$ cat config.mk
export PLATFORM = sky130hd
export DESIGN_NAME = xtea_ctrl
export DESIGN_NICKNAME = d
export VERILOG_FILES = /design/src/hw/rtl/xtea_pkg.sv /design/src/hw/rtl/xtea_ctrl.sv
export SDC_FILE = /design/constraint.sdc
export NUM_CORES = 1
export LEC_CHECK = 0
export BUFFER_PORTS_ARGS = -buffer_cell sky130_fd_sc_hd__clkbuf_2
export CORE_AREA = 10 10 47 49
export DETAILED_ROUTE_END_ITERATION = 8
export DIE_AREA = 0 0 57 59
export SYNTH_ARGS = -nofsm -noshare
export SYNTH_HDL_FRONTEND = slang
export SYNTH_SLANG_ARGS = --single-unit
$ cat constraint.sdc
create_clock -name clk -period 1.7 [get_ports clk]
set_input_delay 0.255 -clock clk [delete_from_list [all_inputs] [get_ports clk]]
set_output_delay 0.255 -clock clk [all_outputs]
set_load 0.01 [all_outputs]
$ cat src/hw/rtl/xtea_pkg.sv
// Shared constants, codes and control types for the XTEA CBC decrypt block.
`default_nettype none

package xtea_pkg;

  localparam int unsigned WORD_W    = 32;
  localparam int unsigned ROUND_W   = 7;
  localparam int unsigned CFG_IDX_W = 3;

  localparam logic [WORD_W-1:0]  XTEA_DELTA    = 32'h9E37_79B9;
  localparam logic [WORD_W-1:0]  CHAIN_IV      = 32'h5555_5555;
  localparam logic [ROUND_W-1:0] MAX_ROUNDS    = 7'd64;
  localparam logic [ROUND_W-1:0] ROUNDS_RESET  = 7'd32;

  // Configuration register indexes
  localparam logic [CFG_IDX_W-1:0] REG_KEY0   = 3'd0;
  localparam logic [CFG_IDX_W-1:0] REG_KEY1   = 3'd1;
  localparam logic [CFG_IDX_W-1:0] REG_KEY2   = 3'd2;
  localparam logic [CFG_IDX_W-1:0] REG_KEY3   = 3'd3;
  localparam logic [CFG_IDX_W-1:0] REG_ROUNDS = 3'd4;

  // Commands from the controller to the datapath
  typedef struct packed {
    logic load;    // take the accepted item, set up sum and counter
    logic step;    // run one XTEA cycle (two half-rounds)
    logic finish;  // chain XOR into the output register, advance the chain
  } dp_cmd_t;

  // Status from the datapath to the controller
  typedef struct packed {
    logic cnt_zero;  // no cycles left for the current item
  } dp_status_t;

endpackage

`default_nettype wire

$ cat src/hw/rtl/xtea_ctrl.sv
// Controller: sequences load, rounds and finish for one item at a time.
`default_nettype none

module xtea_ctrl
  import xtea_pkg::*;
(
  input  wire logic       clk,
  input  wire logic       rst,
  input  wire logic       in_valid,
  output logic            in_ready,
  output logic            out_valid,
  input  wire logic       out_ready,
  output dp_cmd_t         cmd,
  input  wire dp_status_t status
);

  typedef enum logic [1:0] {
    ST_IDLE = 2'b01,
    ST_RUN  = 2'b10
  } state_t;

  state_t state;
  state_t state_next;
  logic   out_valid_next;
  logic   slot_free;

  // Output register is free if empty or being drained this cycle
  assign slot_free = !out_valid || out_ready;
  assign in_ready  = (state == ST_IDLE);

  // Next state and commands
  always_comb begin
    state_next = state;
    cmd        = '0;
    case (state)
      ST_IDLE: begin
        if (in_valid) begin
          cmd.load   = 1'b1;
          state_next = ST_RUN;
        end
      end
      ST_RUN: begin
        if (!status.cnt_zero) begin
          cmd.step = 1'b1;
        end else if (slot_free) begin
          cmd.finish = 1'b1;
          state_next = ST_IDLE;
        end
      end
      default: begin
        state_next = ST_IDLE;
      end
    endcase
  end

  // Output valid flag
  always_comb begin
    if (cmd.finish) begin
      out_valid_next = 1'b1;
    end else if (out_ready) begin
      out_valid_next = 1'b0;
    end else begin
      out_valid_next = out_valid;
    end
  end

  always_ff @(posedge clk) begin
    if (rst) begin
      state     <= ST_IDLE;
      out_valid <= 1'b0;
    end else begin
      state     <= state_next;
      out_valid <= out_valid_next;
    end
  end

`ifndef SYNTHESIS
  // A finished item never overwrites one still waiting at the output
  a_no_overwrite: assert property (@(posedge clk) disable iff (rst)
    cmd.finish |-> (!out_valid || out_ready))
    else $error("finish while output register is occupied");

  // A finished item shows up at the output on the next cycle
  a_finish_shows: assert property (@(posedge clk) disable iff (rst)
    cmd.finish |=> out_valid)
    else $error("finished item not presented");

  // An accepted item is always followed by the round phase
  a_accept_runs: assert property (@(posedge clk) disable iff (rst)
    (in_valid && in_ready) |=> (state == ST_RUN && !in_ready))
    else $error("accepted item did not start rounds");
`endif

endmodule

`default_nettype wire

# Word level (Yosys, flattened, before mapping)
# Index checks and enable logic that the tools add are counted.
[totals]
reg_bits = 3
in_bits = 5
[classes]
n_reduce_logical = 4
muxes = 12
n_eq_ne = 5
[op_table]
columns = ["operator", "count"]
rows = [
  ["2-bit two-way mux", 4],
  ["1-bit two-way mux", 7],
  ["2-bit inequality test, second input constant", 3],
  ["2-bit case mux with 2 select lines", 1],
  ["3-bit AND reduction", 1],
  ["2-bit by 1-bit == test with 1-bit output, second input constant", 1],
  ["2-bit == test, second input constant", 1],
  ["2-bit nonzero test", 1],
  ["1-bit logical NOT", 1],
  ["1-bit logical OR", 1],
]

# Depth between registers and ports, before layout
[depth]
word_depth = 6
ltp_mapped = 3
depth_no_buf = 3

# Worst setup path before layout
# No wires, ideal clock.
[synth_timing]
path_kind = "reg2out"
from = "reg state[0]"
to = "out cmd[0] (netlist bit)"
path_slack_ps = 630
n_path_buf = 1
required_time_ps = 1445
arrival_time_ps = 815
path_stages_with_launch = 4
cell_sequence = "dfxtp_1 and2b_2 and3_1 buf_4"
[synth_lines]
columns = ["element", "line", "source"]
rows = [
  ["start: declaration", "xtea_ctrl.sv:22", "state_t state;"],
  ["start signal: assignment", "xtea_ctrl.sv:72", "state <= state_next;"],
  ["end: declaration", "xtea_ctrl.sv:13", "output dp_cmd_t cmd,"],
]

==> results.toml <==
[run_status]
status = "finished, final reports clean"

[timing]
setup_viol = 0
holdWs_ns = 0.212
rsz0062_at_grt = "no"
finalHoldViolations = 0
tightestPinTransition_ns = 0.170
relSlewSlack = 0.886
period_needed_ns = 1.33
slew_violations = 0
skew_ns = 0.00347
setup_tns_ns = 0
finalCritPeriodShare = 0.780
fmax_mhz = 754

[critical_path]
worst_setup_path_start_kind = "register"
cp.arrival_ns = 1.07
critPathKind = "register to output port"
crit_fanout = 3
required_ns = 1.44
critPathCaptureType = "output port"

[detailed_routing]
drtPass1Iterations = 2
num_vias = 140
drtIter0Drc = 1
wl_per_cell_um = 8.52
ant_nets = 0
wl_um = 375
drc = 0
via_per_inst = 3.18

[clock_tree]
clk_latency_ns = 0.23
cts_tree = "yes"
post_cts_buffers = 0
clk_pin_slew_ns = 0.04
cts_hold_buf = 0
numClockSinks = 3
htreeDepth = 1
cts_buffers = 3
clockBufferDepth = 2
clockRootBuffer = "clkbuf_4"
cts.repair.resized = 0

[finish]
num-nets-final = 34
syn_to_final_growth_pct = 54.9
antennaDiodeCount = 0
drive_above_1_share = 0.536
final_area_um2 = 236
layout_common_cells = "clkbuf_2, clkbuf_4, dfxtp_1, nand2b_1, a21oi_1"
post-route-util = 0.169
layout.cells.most_common = "clkbuf_2"

[yosys]
synth_compound_area_frac = 0.180
syn_avg_cell_area_um2 = 9.54
syn-cell-area_um2 = 153
syn_inst = 16
synth_fa_ha_area_frac = 0
ys_seq_elements = 3
synthesis.nets = 21
yosys_warnings = 0
synth_seq_area_share = 0.393
synth_top_family_by_area = "simple AND/OR/NAND/NOR gates"
synth_xor_area_frac = 0
synth-simple-area-share = 0.377
muxShareOfSynthArea = 0
synth_cell_types = 12

[min_path]
hp-class = "primary input to register"

[grt]
grt_overflow_total = 0
grt_pass1_wl_um = 607
grt_usage = 0.0285
grt_antenna_before_repair = 0
grt_max_degree = 5
first_global_vias = 146

[pwr]
switching_share = 0.218
power.share.sequential = 0.337
p_leak_nw = 0.128
vdd_ir_drop_max_mv = 0.188
p_int_mw = 0.179
p_comb_frac = 0.125
p_switching_mw = 0.0501
powerDensity_nw_per_um2 = 970
p_clk_frac = 0.538

[placement]
portBuffers = 9
gp_congestion = 0.615
placed_cell_area_um2 = 210

[floorplan]
die_w_um = 57
die_h_um = 59
dieArea_um2 = 3360
ios = 10
initial_utilization = 0.109
core_um2 = 1400
rows = 14

[job]
maxCapViolations = 0
==> metal layers <==
metal  GRT usage  up-vias  routed length, um
met1      0.0214       57                152
met2      0.0248        8                138
met4      0.0503        0                  0
met3      0.0365        0                 83
met5           0        -                  0
li1            -       75                  -
==> worst max-delay path: stages, from the launching register on <==
cell and delay (ns):
dfxtp_1 0.33, and2b_2 0.22, and3_1 0.17, clkbuf_2 0.12
==> synth_stat cells <==
| library cell | instances | share of area |
|---|---|---|
| a21oi_1 | 2 | 0.066 |
| and2_4 | 1 | 0.057 |
| and2b_2 | 1 | 0.057 |
| and3_1 | 1 | 0.041 |
| buf_4 | 1 | 0.049 |
| dfxtp_1 | 3 | 0.39 |
| nand2_1 | 1 | 0.025 |
| nand2b_1 | 2 | 0.082 |
| nor2_1 | 1 | 0.025 |
| nor2b_4 | 1 | 0.090 |
| o21ba_1 | 1 | 0.066 |
| o21bai_1 | 1 | 0.049 |
==> metrics by stage <==
step	setup WS (ns)	instances	power, mW
floorplan	0.630	16	0.0954
global placement	0.622	40	0.107
detailed placement	0.619	40	0.108
CTS	0.362	44	0.238
global route	0.297	44	0.255
finish	0.374	44	0.229
==> state kept, by name (all words and copies together) (netlist names) <==
| name | flops |
|---|---|
| state | 2 |
| out_valid | 1 |
==> path summary, 6_finish.rpt <==
check | from | end | slack [ns] | cells after the start
setup / recovery | state[0]$_SDFFE_PP1P_ | cmd[0] | 0.37 | 3
hold / removal | rst | out_valid$_SDFFE_PP0P_ | 0.21 | 2
setup reg to reg | state[1]$_SDFFE_PP0P_ | state[1]$_SDFFE_PP0P_ | 0.83 | 3
hold reg to reg | out_valid$_SDFFE_PP0P_ | out_valid$_SDFFE_PP0P_ | 0.52 | 2
==> power by group through the flow <==
| stage | sequential [mW] | clock, mW | combinational, mW |
|---|---|---|---|
| final | 0.0772 | 0.123 | 0.0288 |
| after global routing | 0.0779 | 0.145 | 0.0317 |
| after floorplan | 0.0780 | 0 | 0.0174 |
| after detailed placement | 0.0783 | 0 | 0.0297 |
| after CTS | 0.0772 | 0.131 | 0.0298 |
| after global placement | 0.0783 | 0 | 0.0290 |
==> cell families after synthesis <==
family,Yosys count
AND/OR/NAND/NOR,8
AO/OA/AOI/OAI,4
flip-flops,3
buffers and inverters,1
==> cell type report <==
cell class	instances	area, um^2
Tap cell	16	20.0
Sequential cell	3	60.1
Timing Repair Buffer	9	45.0
Multi-Input combinational cell	12	85.1
Clock buffer	4	26.3
Fill cell	162	1160
Note: power is estimated with default switching activity, not from simulation.
