File: config.mk
export PLATFORM = sky130hd
export DESIGN_NAME = xtea_dp
export DESIGN_NICKNAME = d
export VERILOG_FILES = /design/src/hw/rtl/xtea_pkg.sv /design/src/hw/rtl/xtea_dp.sv
export SDC_FILE = /design/constraint.sdc
export NUM_CORES = 1
export LEC_CHECK = 0
export ABC_AREA = 1
export BUFFER_PORTS_ARGS = -buffer_cell sky130_fd_sc_hd__clkbuf_2
export CORE_ASPECT_RATIO = 0.5
export CORE_MARGIN = 5
export CORE_UTILIZATION = 50
export DETAILED_ROUTE_END_ITERATION = 10
export PLACE_DENSITY_LB_ADDON = 0.05
export REMOVE_ABC_BUFFERS = 1
export SYNTH_ARGS = -nofsm -noshare
export SYNTH_HDL_FRONTEND = slang
export SYNTH_SLANG_ARGS = --single-unit
File: constraint.sdc
create_clock -name clk -period 6.7 [get_ports clk]
set_input_delay 0.67 -clock clk [delete_from_list [all_inputs] [get_ports clk]]
set_output_delay 0.67 -clock clk [all_outputs]
set_load 0.005 [all_outputs]
File: src/hw/rtl/xtea_pkg.sv
// Shared constants, codes and control types for the XTEA CBC decrypt block.
`default_nettype none

package xtea_pkg;

  localparam int unsigned WORD_W    = 32;
  localparam int unsigned ROUND_W   = 7;
  localparam int unsigned CFG_IDX_W = 3;

  localparam logic [WORD_W-1:0]  XTEA_DELTA    = 32'h9E37_79B9;
  localparam logic [WORD_W-1:0]  CHAIN_IV      = 32'h5555_5555;
  localparam logic [ROUND_W-1:0] MAX_ROUNDS    = 7'd64;
  localparam logic [ROUND_W-1:0] ROUNDS_RESET  = 7'd32;

  // Configuration register indexes
  localparam logic [CFG_IDX_W-1:0] REG_KEY0   = 3'd0;
  localparam logic [CFG_IDX_W-1:0] REG_KEY1   = 3'd1;
  localparam logic [CFG_IDX_W-1:0] REG_KEY2   = 3'd2;
  localparam logic [CFG_IDX_W-1:0] REG_KEY3   = 3'd3;
  localparam logic [CFG_IDX_W-1:0] REG_ROUNDS = 3'd4;

  // Commands from the controller to the datapath
  typedef struct packed {
    logic load;    // take the accepted item, set up sum and counter
    logic step;    // run one XTEA cycle (two half-rounds)
    logic finish;  // chain XOR into the output register, advance the chain
  } dp_cmd_t;

  // Status from the datapath to the controller
  typedef struct packed {
    logic cnt_zero;  // no cycles left for the current item
  } dp_status_t;

endpackage

`default_nettype wire

File: src/hw/rtl/xtea_dp.sv
// Datapath: config registers, iterative XTEA round unit, CBC chain and output register.
`default_nettype none

module xtea_dp
  import xtea_pkg::*;
(
  input  wire logic                 clk,
  input  wire logic                 rst,
  // configuration writes
  input  wire logic                 cfg_we,
  input  wire logic [CFG_IDX_W-1:0] cfg_index,
  input  wire logic [WORD_W-1:0]    cfg_data,
  // input item
  input  wire logic [WORD_W-1:0]    block_lo,
  input  wire logic [WORD_W-1:0]    block_hi,
  input  wire logic                 restart,
  // output item
  output logic      [WORD_W-1:0]    plain_lo,
  output logic      [WORD_W-1:0]    plain_hi,
  // control
  input  wire dp_cmd_t              cmd,
  output dp_status_t                status
);

  logic [WORD_W-1:0]  key_w0;
  logic [WORD_W-1:0]  key_w1;
  logic [WORD_W-1:0]  key_w2;
  logic [WORD_W-1:0]  key_w3;
  logic [ROUND_W-1:0] round_count;

  logic [WORD_W-1:0]  v0;
  logic [WORD_W-1:0]  v1;
  logic [WORD_W-1:0]  sum;
  logic [ROUND_W-1:0] cnt;
  logic [WORD_W-1:0]  cipher_lo;
  logic [WORD_W-1:0]  cipher_hi;
  logic [WORD_W-1:0]  chain_lo;
  logic [WORD_W-1:0]  chain_hi;

  logic [ROUND_W-1:0] n_sat;
  logic [WORD_W-1:0]  sum_mid;
  logic [WORD_W-1:0]  v1_next;
  logic [WORD_W-1:0]  v0_next;

  function automatic logic [WORD_W-1:0] mix(input logic [WORD_W-1:0] v);
    mix = ((v << 4) ^ (v >> 5)) + v;
  endfunction

  function automatic logic [WORD_W-1:0] key_pick(
    input logic [1:0]        sel,
    input logic [WORD_W-1:0] k0,
    input logic [WORD_W-1:0] k1,
    input logic [WORD_W-1:0] k2,
    input logic [WORD_W-1:0] k3
  );
    case (sel)
      2'd0:    key_pick = k0;
      2'd1:    key_pick = k1;
      2'd2:    key_pick = k2;
      default: key_pick = k3;
    endcase
  endfunction

  // Round counts above the maximum saturate
  assign n_sat = (round_count > MAX_ROUNDS) ? MAX_ROUNDS : round_count;

  // One XTEA cycle: upper half-round, sum step, lower half-round
  always_comb begin
    sum_mid = sum - XTEA_DELTA;
    v1_next = v1 - (mix(v0) ^ (sum + key_pick(sum[12:11], key_w0, key_w1, key_w2, key_w3)));
    v0_next = v0 - (mix(v1_next) ^
              (sum_mid + key_pick(sum_mid[1:0], key_w0, key_w1, key_w2, key_w3)));
  end

  assign status.cnt_zero = (cnt == '0);

  // Configuration registers
  always_ff @(posedge clk) begin
    if (rst) begin
      key_w0      <= '0;
      key_w1      <= '0;
      key_w2      <= '0;
      key_w3      <= '0;
      round_count <= ROUNDS_RESET;
    end else if (cfg_we) begin
      case (cfg_index)
        REG_KEY0:   key_w0      <= cfg_data;
        REG_KEY1:   key_w1      <= cfg_data;
        REG_KEY2:   key_w2      <= cfg_data;
        REG_KEY3:   key_w3      <= cfg_data;
        REG_ROUNDS: round_count <= cfg_data[ROUND_W-1:0];
        default:    ;
      endcase
    end
  end

  // Round counter and CBC chain
  always_ff @(posedge clk) begin
    if (rst) begin
      cnt      <= '0;
      chain_lo <= CHAIN_IV;
      chain_hi <= CHAIN_IV;
    end else begin
      if (cmd.load) begin
        cnt <= n_sat;
      end else if (cmd.step) begin
        cnt <= cnt - ROUND_W'(1);
      end
      if (cmd.load && restart) begin
        chain_lo <= CHAIN_IV;
        chain_hi <= CHAIN_IV;
      end else if (cmd.finish) begin
        chain_lo <= cipher_lo;
        chain_hi <= cipher_hi;
      end
    end
  end

  // Working words, sum and output register
  always_ff @(posedge clk) begin
    if (cmd.load) begin
      v0        <= block_lo;
      v1        <= block_hi;
      cipher_lo <= block_lo;
      cipher_hi <= block_hi;
      sum       <= WORD_W'(XTEA_DELTA * WORD_W'(n_sat));
    end else if (cmd.step) begin
      v0  <= v0_next;
      v1  <= v1_next;
      sum <= sum_mid;
    end
    if (cmd.finish) begin
      plain_lo <= v0 ^ chain_lo;
      plain_hi <= v1 ^ chain_hi;
    end
  end

`ifndef SYNTHESIS
  // Rounds never run past the loaded count
  a_step_bounded: assert property (@(posedge clk) disable iff (rst)
    cmd.step |-> !status.cnt_zero)
    else $error("round step with no cycles left");

  // Counter starts at the saturated round count
  a_load_count: assert property (@(posedge clk) disable iff (rst)
    cmd.load |=> (cnt == $past(n_sat)))
    else $error("round counter loaded with wrong count");
`endif

endmodule

`default_nettype wire

# After elaboration in Yosys (flattened, before gate mapping)
# Cells that the tools add are included.
dict set report totals {
  in_bits 106
  register_bits 430
  out_inout_bits 65
  elab_cells 62
}
dict set report classes {
  mul 1
  n_lt_le_gt_ge 1
  n_eq_ne 8
  bitwise 6
  reduce_logical 12
  n_addsub 8
  n_mux 11
}
# op count
set ops {}
lappend ops {{$mux W32} 6}
lappend ops {{$pmux W32 S3} 2}
lappend ops {{$add A32 B32 Y32} 4}
lappend ops {{$xor A32 B32 Y32} 4}
lappend ops {{$sub A32 B32 Y32} 2}
lappend ops {{$xor A32 B27 Y32} 2}
lappend ops {{$mul A32 B7 Y32 const A} 1}
lappend ops {{$sub A32 B32 Y32 const B} 1}
lappend ops {{$mux W7} 3}
lappend ops {{$reduce_and A2 Y1} 5}
lappend ops {{$gt A7 B7 Y1 const B} 1}
lappend ops {{$logic_not A7 Y1} 1}
lappend ops {{$sub A7 B1 Y7 const B} 1}
lappend ops {{$eq A3 B2 Y1 const B} 2}
lappend ops {{$eq A2 B1 Y1 const B} 2}
lappend ops {{$eq A2 B2 Y1 const B} 2}
lappend ops {{$logic_not A2 Y1} 2}
lappend ops {{$eq A3 B1 Y1 const B} 1}
lappend ops {{$eq A3 B3 Y1 const B} 1}
lappend ops {{$logic_not A3 Y1} 1}
lappend ops {{$reduce_bool A2 Y1} 1}
lappend ops {{$reduce_or A2 Y1} 1}
lappend ops {{$logic_and A1 B1 Y1} 1}

# Depth between registers and ports, before layout
dict set report logic_depth {
  ltp_word 11
  depth_mapped 56
  ltp_nobuf 54
}

# Least setup slack after synthesis
# OpenSTA, ideal clock, no wires.
dict set report synth_path {
  kind {register -> register}
  from {register sum[11]}
  to {register v0[28], data pin}
  path_stages_with_launch 52
  t_arrival_ns 6.970
  setup_slack_ns -0.523
  t_required_ns 6.446
  period_less_slack_ns 7.223
  path_buffers 2
  setup_time_ns 0.254
  cell_sequence {edfxtp_1 > buf_4 > inv_2 > nor2_1 > clkbuf_1 > nand2_1 > nand3_1 > o21ai_0 > inv_1 > ha_1 > fa_1 > nand3_1 > nand2_1 > a21oi_1 > nor2_1 > nor2_1 > xor2_1 > xor2_1 > (+16 left out) > o21ai_1 > xor2_1 > xnor2_1 > inv_1 > ha_1 > nand2_1 > inv_1 > nand2_1 > nor2_1 > nand4_1 > nand3_1 > nand2_1 > nand2_1 > nand3_1 > nand3_1 > o21ai_0 > a21oi_1 > nor2_1}
}
dict set report synth_between {
  elab_chain_cells 11
}
# element line_no
set synth_lines {}
lappend synth_lines {{start: declaration} xtea_dp.sv:33} ;# logic [WORD_W-1:0] sum;
lappend synth_lines {{start signal: assignment} xtea_dp.sv:126} ;# sum <= WORD_W'(XTEA_DELTA * WORD_W'(n_sat));
lappend synth_lines {{start signal: assignment} xtea_dp.sv:130} ;# sum <= sum_mid;
lappend synth_lines {{$eq A2 B2 Y1 (tied with other cells)} xtea_dp.sv:56} ;# case (sel)
lappend synth_lines {{$pmux W32 S3} xtea_dp.sv:56}
lappend synth_lines {{$add A32 B32 Y32} xtea_dp.sv:70} ;# v1_next = v1 - (mix(v0) ^ (sum + key_pick(sum[12:11], key_w0, key_w1, key_w2, key_w3)));
lappend synth_lines {{$xor A32 B32 Y32} xtea_dp.sv:70}
lappend synth_lines {{$sub A32 B32 Y32} xtea_dp.sv:70}
lappend synth_lines {{$xor A32 B27 Y32} xtea_dp.sv:46} ;# mix = ((v << 4) ^ (v >> 5)) + v;
lappend synth_lines {{$add A32 B32 Y32} xtea_dp.sv:46}
lappend synth_lines {{$xor A32 B32 Y32 (*)} xtea_dp.sv:71} ;# v0_next = v0 - (mix(v1_next) ^
lappend synth_lines {{$sub A32 B32 Y32 (*)} xtea_dp.sv:71}
lappend synth_lines {{$mux W32 (*)} xtea_dp.sv:127} ;# end else if (cmd.step) begin
lappend synth_lines {{$mux W32 (*)} xtea_dp.sv:121} ;# if (cmd.load) begin
lappend synth_lines {{end signal: assignment} xtea_dp.sv:122} ;# v0 <= block_lo;
lappend synth_lines {{end signal: assignment} xtea_dp.sv:128} ;# v0 <= v0_next;
lappend synth_lines {{end: declaration} xtea_dp.sv:31} ;# logic [WORD_W-1:0] v0;
# Every way passes the cells marked *; elsewhere a longest branch is shown, timed or not. The select of a mux whose other input is x is not followed.
# A chain may end at the register's enable or synchronous reset.

# Final worst setup path
dict set report layout_path {
  from {register sum[11]}
  to {register v0[31], data pin}
}
# The elaborated chain is that of the path after synthesis.

==> results.yml <==
yosys:
  synth_top_family_by_area: "simple AND/OR/NAND/NOR gates"
  synth_top_area_share_pct: 20.9
  yosys-top-cells-count: "nand2_1 (959), inv_1 (460), nor2_1 (391)"
  yosysTopAreaCell: "edfxtp_1"
  synth_edf_count: 224
  netlist_instances: 4194
  async_flop_share_pct: 0
  synth_seq_cells: 430
  ys_seq_area_share_pct: 33.8
  yosysWarnings: 0
  synth_mux_area_share_pct: 0.0350
  synthAdderAreaFrac_pct: 13.3
  ys_top_cells_by_area: "edfxtp_1 (21%), dfxtp_1 (13%), nand2_1 (11%)"
  synth-main-ff-cell: "edfxtp_1"
  yosysMostFrequentCell: "nand2_1"
  synthDistinctLibCells: 74
  yosys.area_share.simple_pct: 20.8
  synth_compound_area_share_pct: 15.1
  synth-xor-area-share_pct: 9.96
  synthesis.area_mm2: 0.0321
  avgSynthCellArea_um2: 7.66
global_route:
  antenna_found_initial: 1
  grt_max_degree: 92
  grt-ovfl-total: 0
  grt.total_usage_pct: 33.2
  grt_pass1_vias: 31057
  grt_first_pass_wirelength_um: 180000
cts:
  cts_max_level: 2
  cts_buffer_depth: 3
  cts_tree: "yes"
  numCtsBuffers: 41
  cts_root_buf: "clkbuf_16"
  cts.clk_slew.worst_paths_ns: 0.07
  hold_buffers: 0
  clk_latency_ns: 0.60
  clkSinkCount: 430
setup_path:
  r2r-start: "sum[11]$_DFFE_PP_"
  crit_cells: 54
  critPathBufInv: 13
  r2r_slack_ns: -1.07
  cp_max_fo: 5
  slowest_delay_ns: 0.42
  crit_type: "register to register"
  crit_path_start_kind: "register"
  required_ns: 7.04
  crit_top_cell: "nand2_4"
  cp_data_arrival_time_ns: 8.11
  r2r_cells: 54
  r2r-end: "v0[31]$_DFFE_PP_"
  critPathTopFamily: "simple AND/OR/NAND/NOR gates"
  endpoint: "v0[31]$_DFFE_PP_"
  crit_start: "sum[11]$_DFFE_PP_"
  cp-end-kind: "register"
  slowest_stage: "edfxtp_1"
cells_and_area:
  fillers: 5192
  area_growth_syn_to_layout_pct: 39.0
  final_cell_count_no_fill: 6024
  final_nets: 5571
  num_antenna_cells: 0
  drive_gt1_share_pct: 31.7
  fin_area_mm2: 0.0447
floorplanning:
  start_util_pct: 50.7
  rows: 65
  die_h_um: 189
  core_region_area_mm2: 0.0634
  ios: 171
  die_w_um: 369
  die-area_mm2: 0.0697
sta:
  period_share_pct: 116
  rsz0062_at_grt: "yes"
  finalHoldViolations: 0
  min_period_ns: 7.77
  slew_headroom_pct: 35.5
  final.setup.worst_slack_ns: -1.07
  setup_violations: 25
  drv_slew: 0
  tightestPinTransition_ns: 0.967
  fmax_ghz: 0.129
  clock_skew_ns: 0.0364
  timing.hold.ws_ns: 0.280
detailed_routing:
  drc_errors: 0
  drt-initial-drc-count: 3223
  via_per_inst: 5.49
  wl_per_cell_um: 20.0
  detail-route-antenna-nets: 0
  vias: 33068
  drt_pre_antenna_iters: 6
  routed_wl_um: 121000
job:
  max_cap_violations: 0
place:
  dp.cells: 5849
  place_hpwl_um: 91300
  placed_area_mm2: 0.0394
  portBuffers: 170
  place_worst_setup_slack_ns: -2.13
  routabilityCongestion: 1.01
outcome:
  status: "finished with violations"
  violations: "setup timing"
hold_path:
  hold_class: "primary input to register"
-- placed cells by master, fill, tap and decap left out, drive strengths merged, types with 3 or more instances in the layout --
cell type,count
xnor2,83
nand3,172
dfxtp,206
o211ai,11
a32oi,30
nor2,394
xor2,272
nor4,7
ha,261
nor3,29
a21oi,352
a21boi,12
clkbuf,227
o221ai,6
o21a,9
nand4,19
nand2,974
a211oi,4
o21ai,349
buf,867
nand3b,4
inv,475
fa,50
or2,29
clkinv,12
bufinv,3
o31ai,6
o21bai,19
edfxtp,224
a21o,19
a221oi,5
a31oi,32
-- layout make-up --
| type | count | area (um^2) | share of cell area, % |
|---|---|---|---|
| multi-input cells | 3172 | 22000 | 49.2 |
| flip-flops and latches | 430 | 10900 | 24.3 |
| repair buffers | 1035 | 7600 | 17.0 |
| inverters | 474 | 1790 | 4.01 |
| clock buffers | 59 | 1220 | 2.73 |
| well taps | 837 | 1050 | 2.35 |
| clock inverters | 17 | 171 | 0.384 |
-- registers in the layout, indices dropped and copies added, names as in the netlist --
register     count
chain_hi        32
chain_lo        32
cipher_hi       32
cipher_lo       32
key_w0          32
key_w1          32
key_w2          32
key_w3          32
plain_hi        32
plain_lo        32
sum             32
v0              32
v1              32
cnt              7
round_count      7
-- worst register-to-register path, delay by kind of cell, from the launching register on --
family	cells	cell delay, ns
adders and majority gates	4	1.15
xor gates and xnor gates	5	0.98
AOI/OAI and AO/OA	6	0.76
buffers and inverters	13	1.55
DFF	1	0.42
and+or+nand+nor	26	2.72
-- routing by layer --
metal  track usage (%)  share of wire (%)  up-vias  routed length (um)
met2              49.6                 42     1442               50200
met4              5.46                1.7        2                2070
met5                 0              0.011        -                  13
met3              6.68                 10      145               12600
met1              50.5                 46    15689               55800
li1                  -                  -    15790                   -
-- what timing repair did --
item,CTS,global route
pin swaps,139,141
resized for setup,386,259
setup endpoints to repair,27,28
gates cloned,1,0
buffers inserted,80,33
-- worst min path at each step --
stage,startpoint,to,depth (start not counted)
detailed placement,round_count[4]$_SDFFE_PP0P_,round_count[4]$_SDFFE_PP0P_,2
finish,block_lo[2],cipher_lo[2]$_DFFE_PP_,1
global placement,cipher_hi[18]$_DFFE_PP_,chain_hi[18]$_SDFFE_PP1P_,2
floorplan,round_count[2]$_SDFFE_PP0P_,round_count[2]$_SDFFE_PP0P_,2
global route,block_lo[2],cipher_lo[2]$_DFFE_PP_,1
CTS,block_lo[2],cipher_lo[2]$_DFFE_PP_,1
-- stage by stage --
step	util (%)	TNS, ns
after global placement	62.2	-29.89
after detailed placement	62.2	-31.11
after floorplan	-	-22.15
after CTS	68.2	-16.07
after global routing	70.5	-26.11
final	70.5	-18.02
-- cells by family after synthesis --
family,count (synthesis)
AOI/OAI and AO/OA,864
xor gates and xnor gates,358
adders and majority gates,311
buffers and inverters,593
DFF,430
muxes,1
other,1
and+or+nand+nor,1636
Power is left out: the tool's default activity adds up to more than one toggle a clock period on the data nets, which glitch-free logic cannot reach.
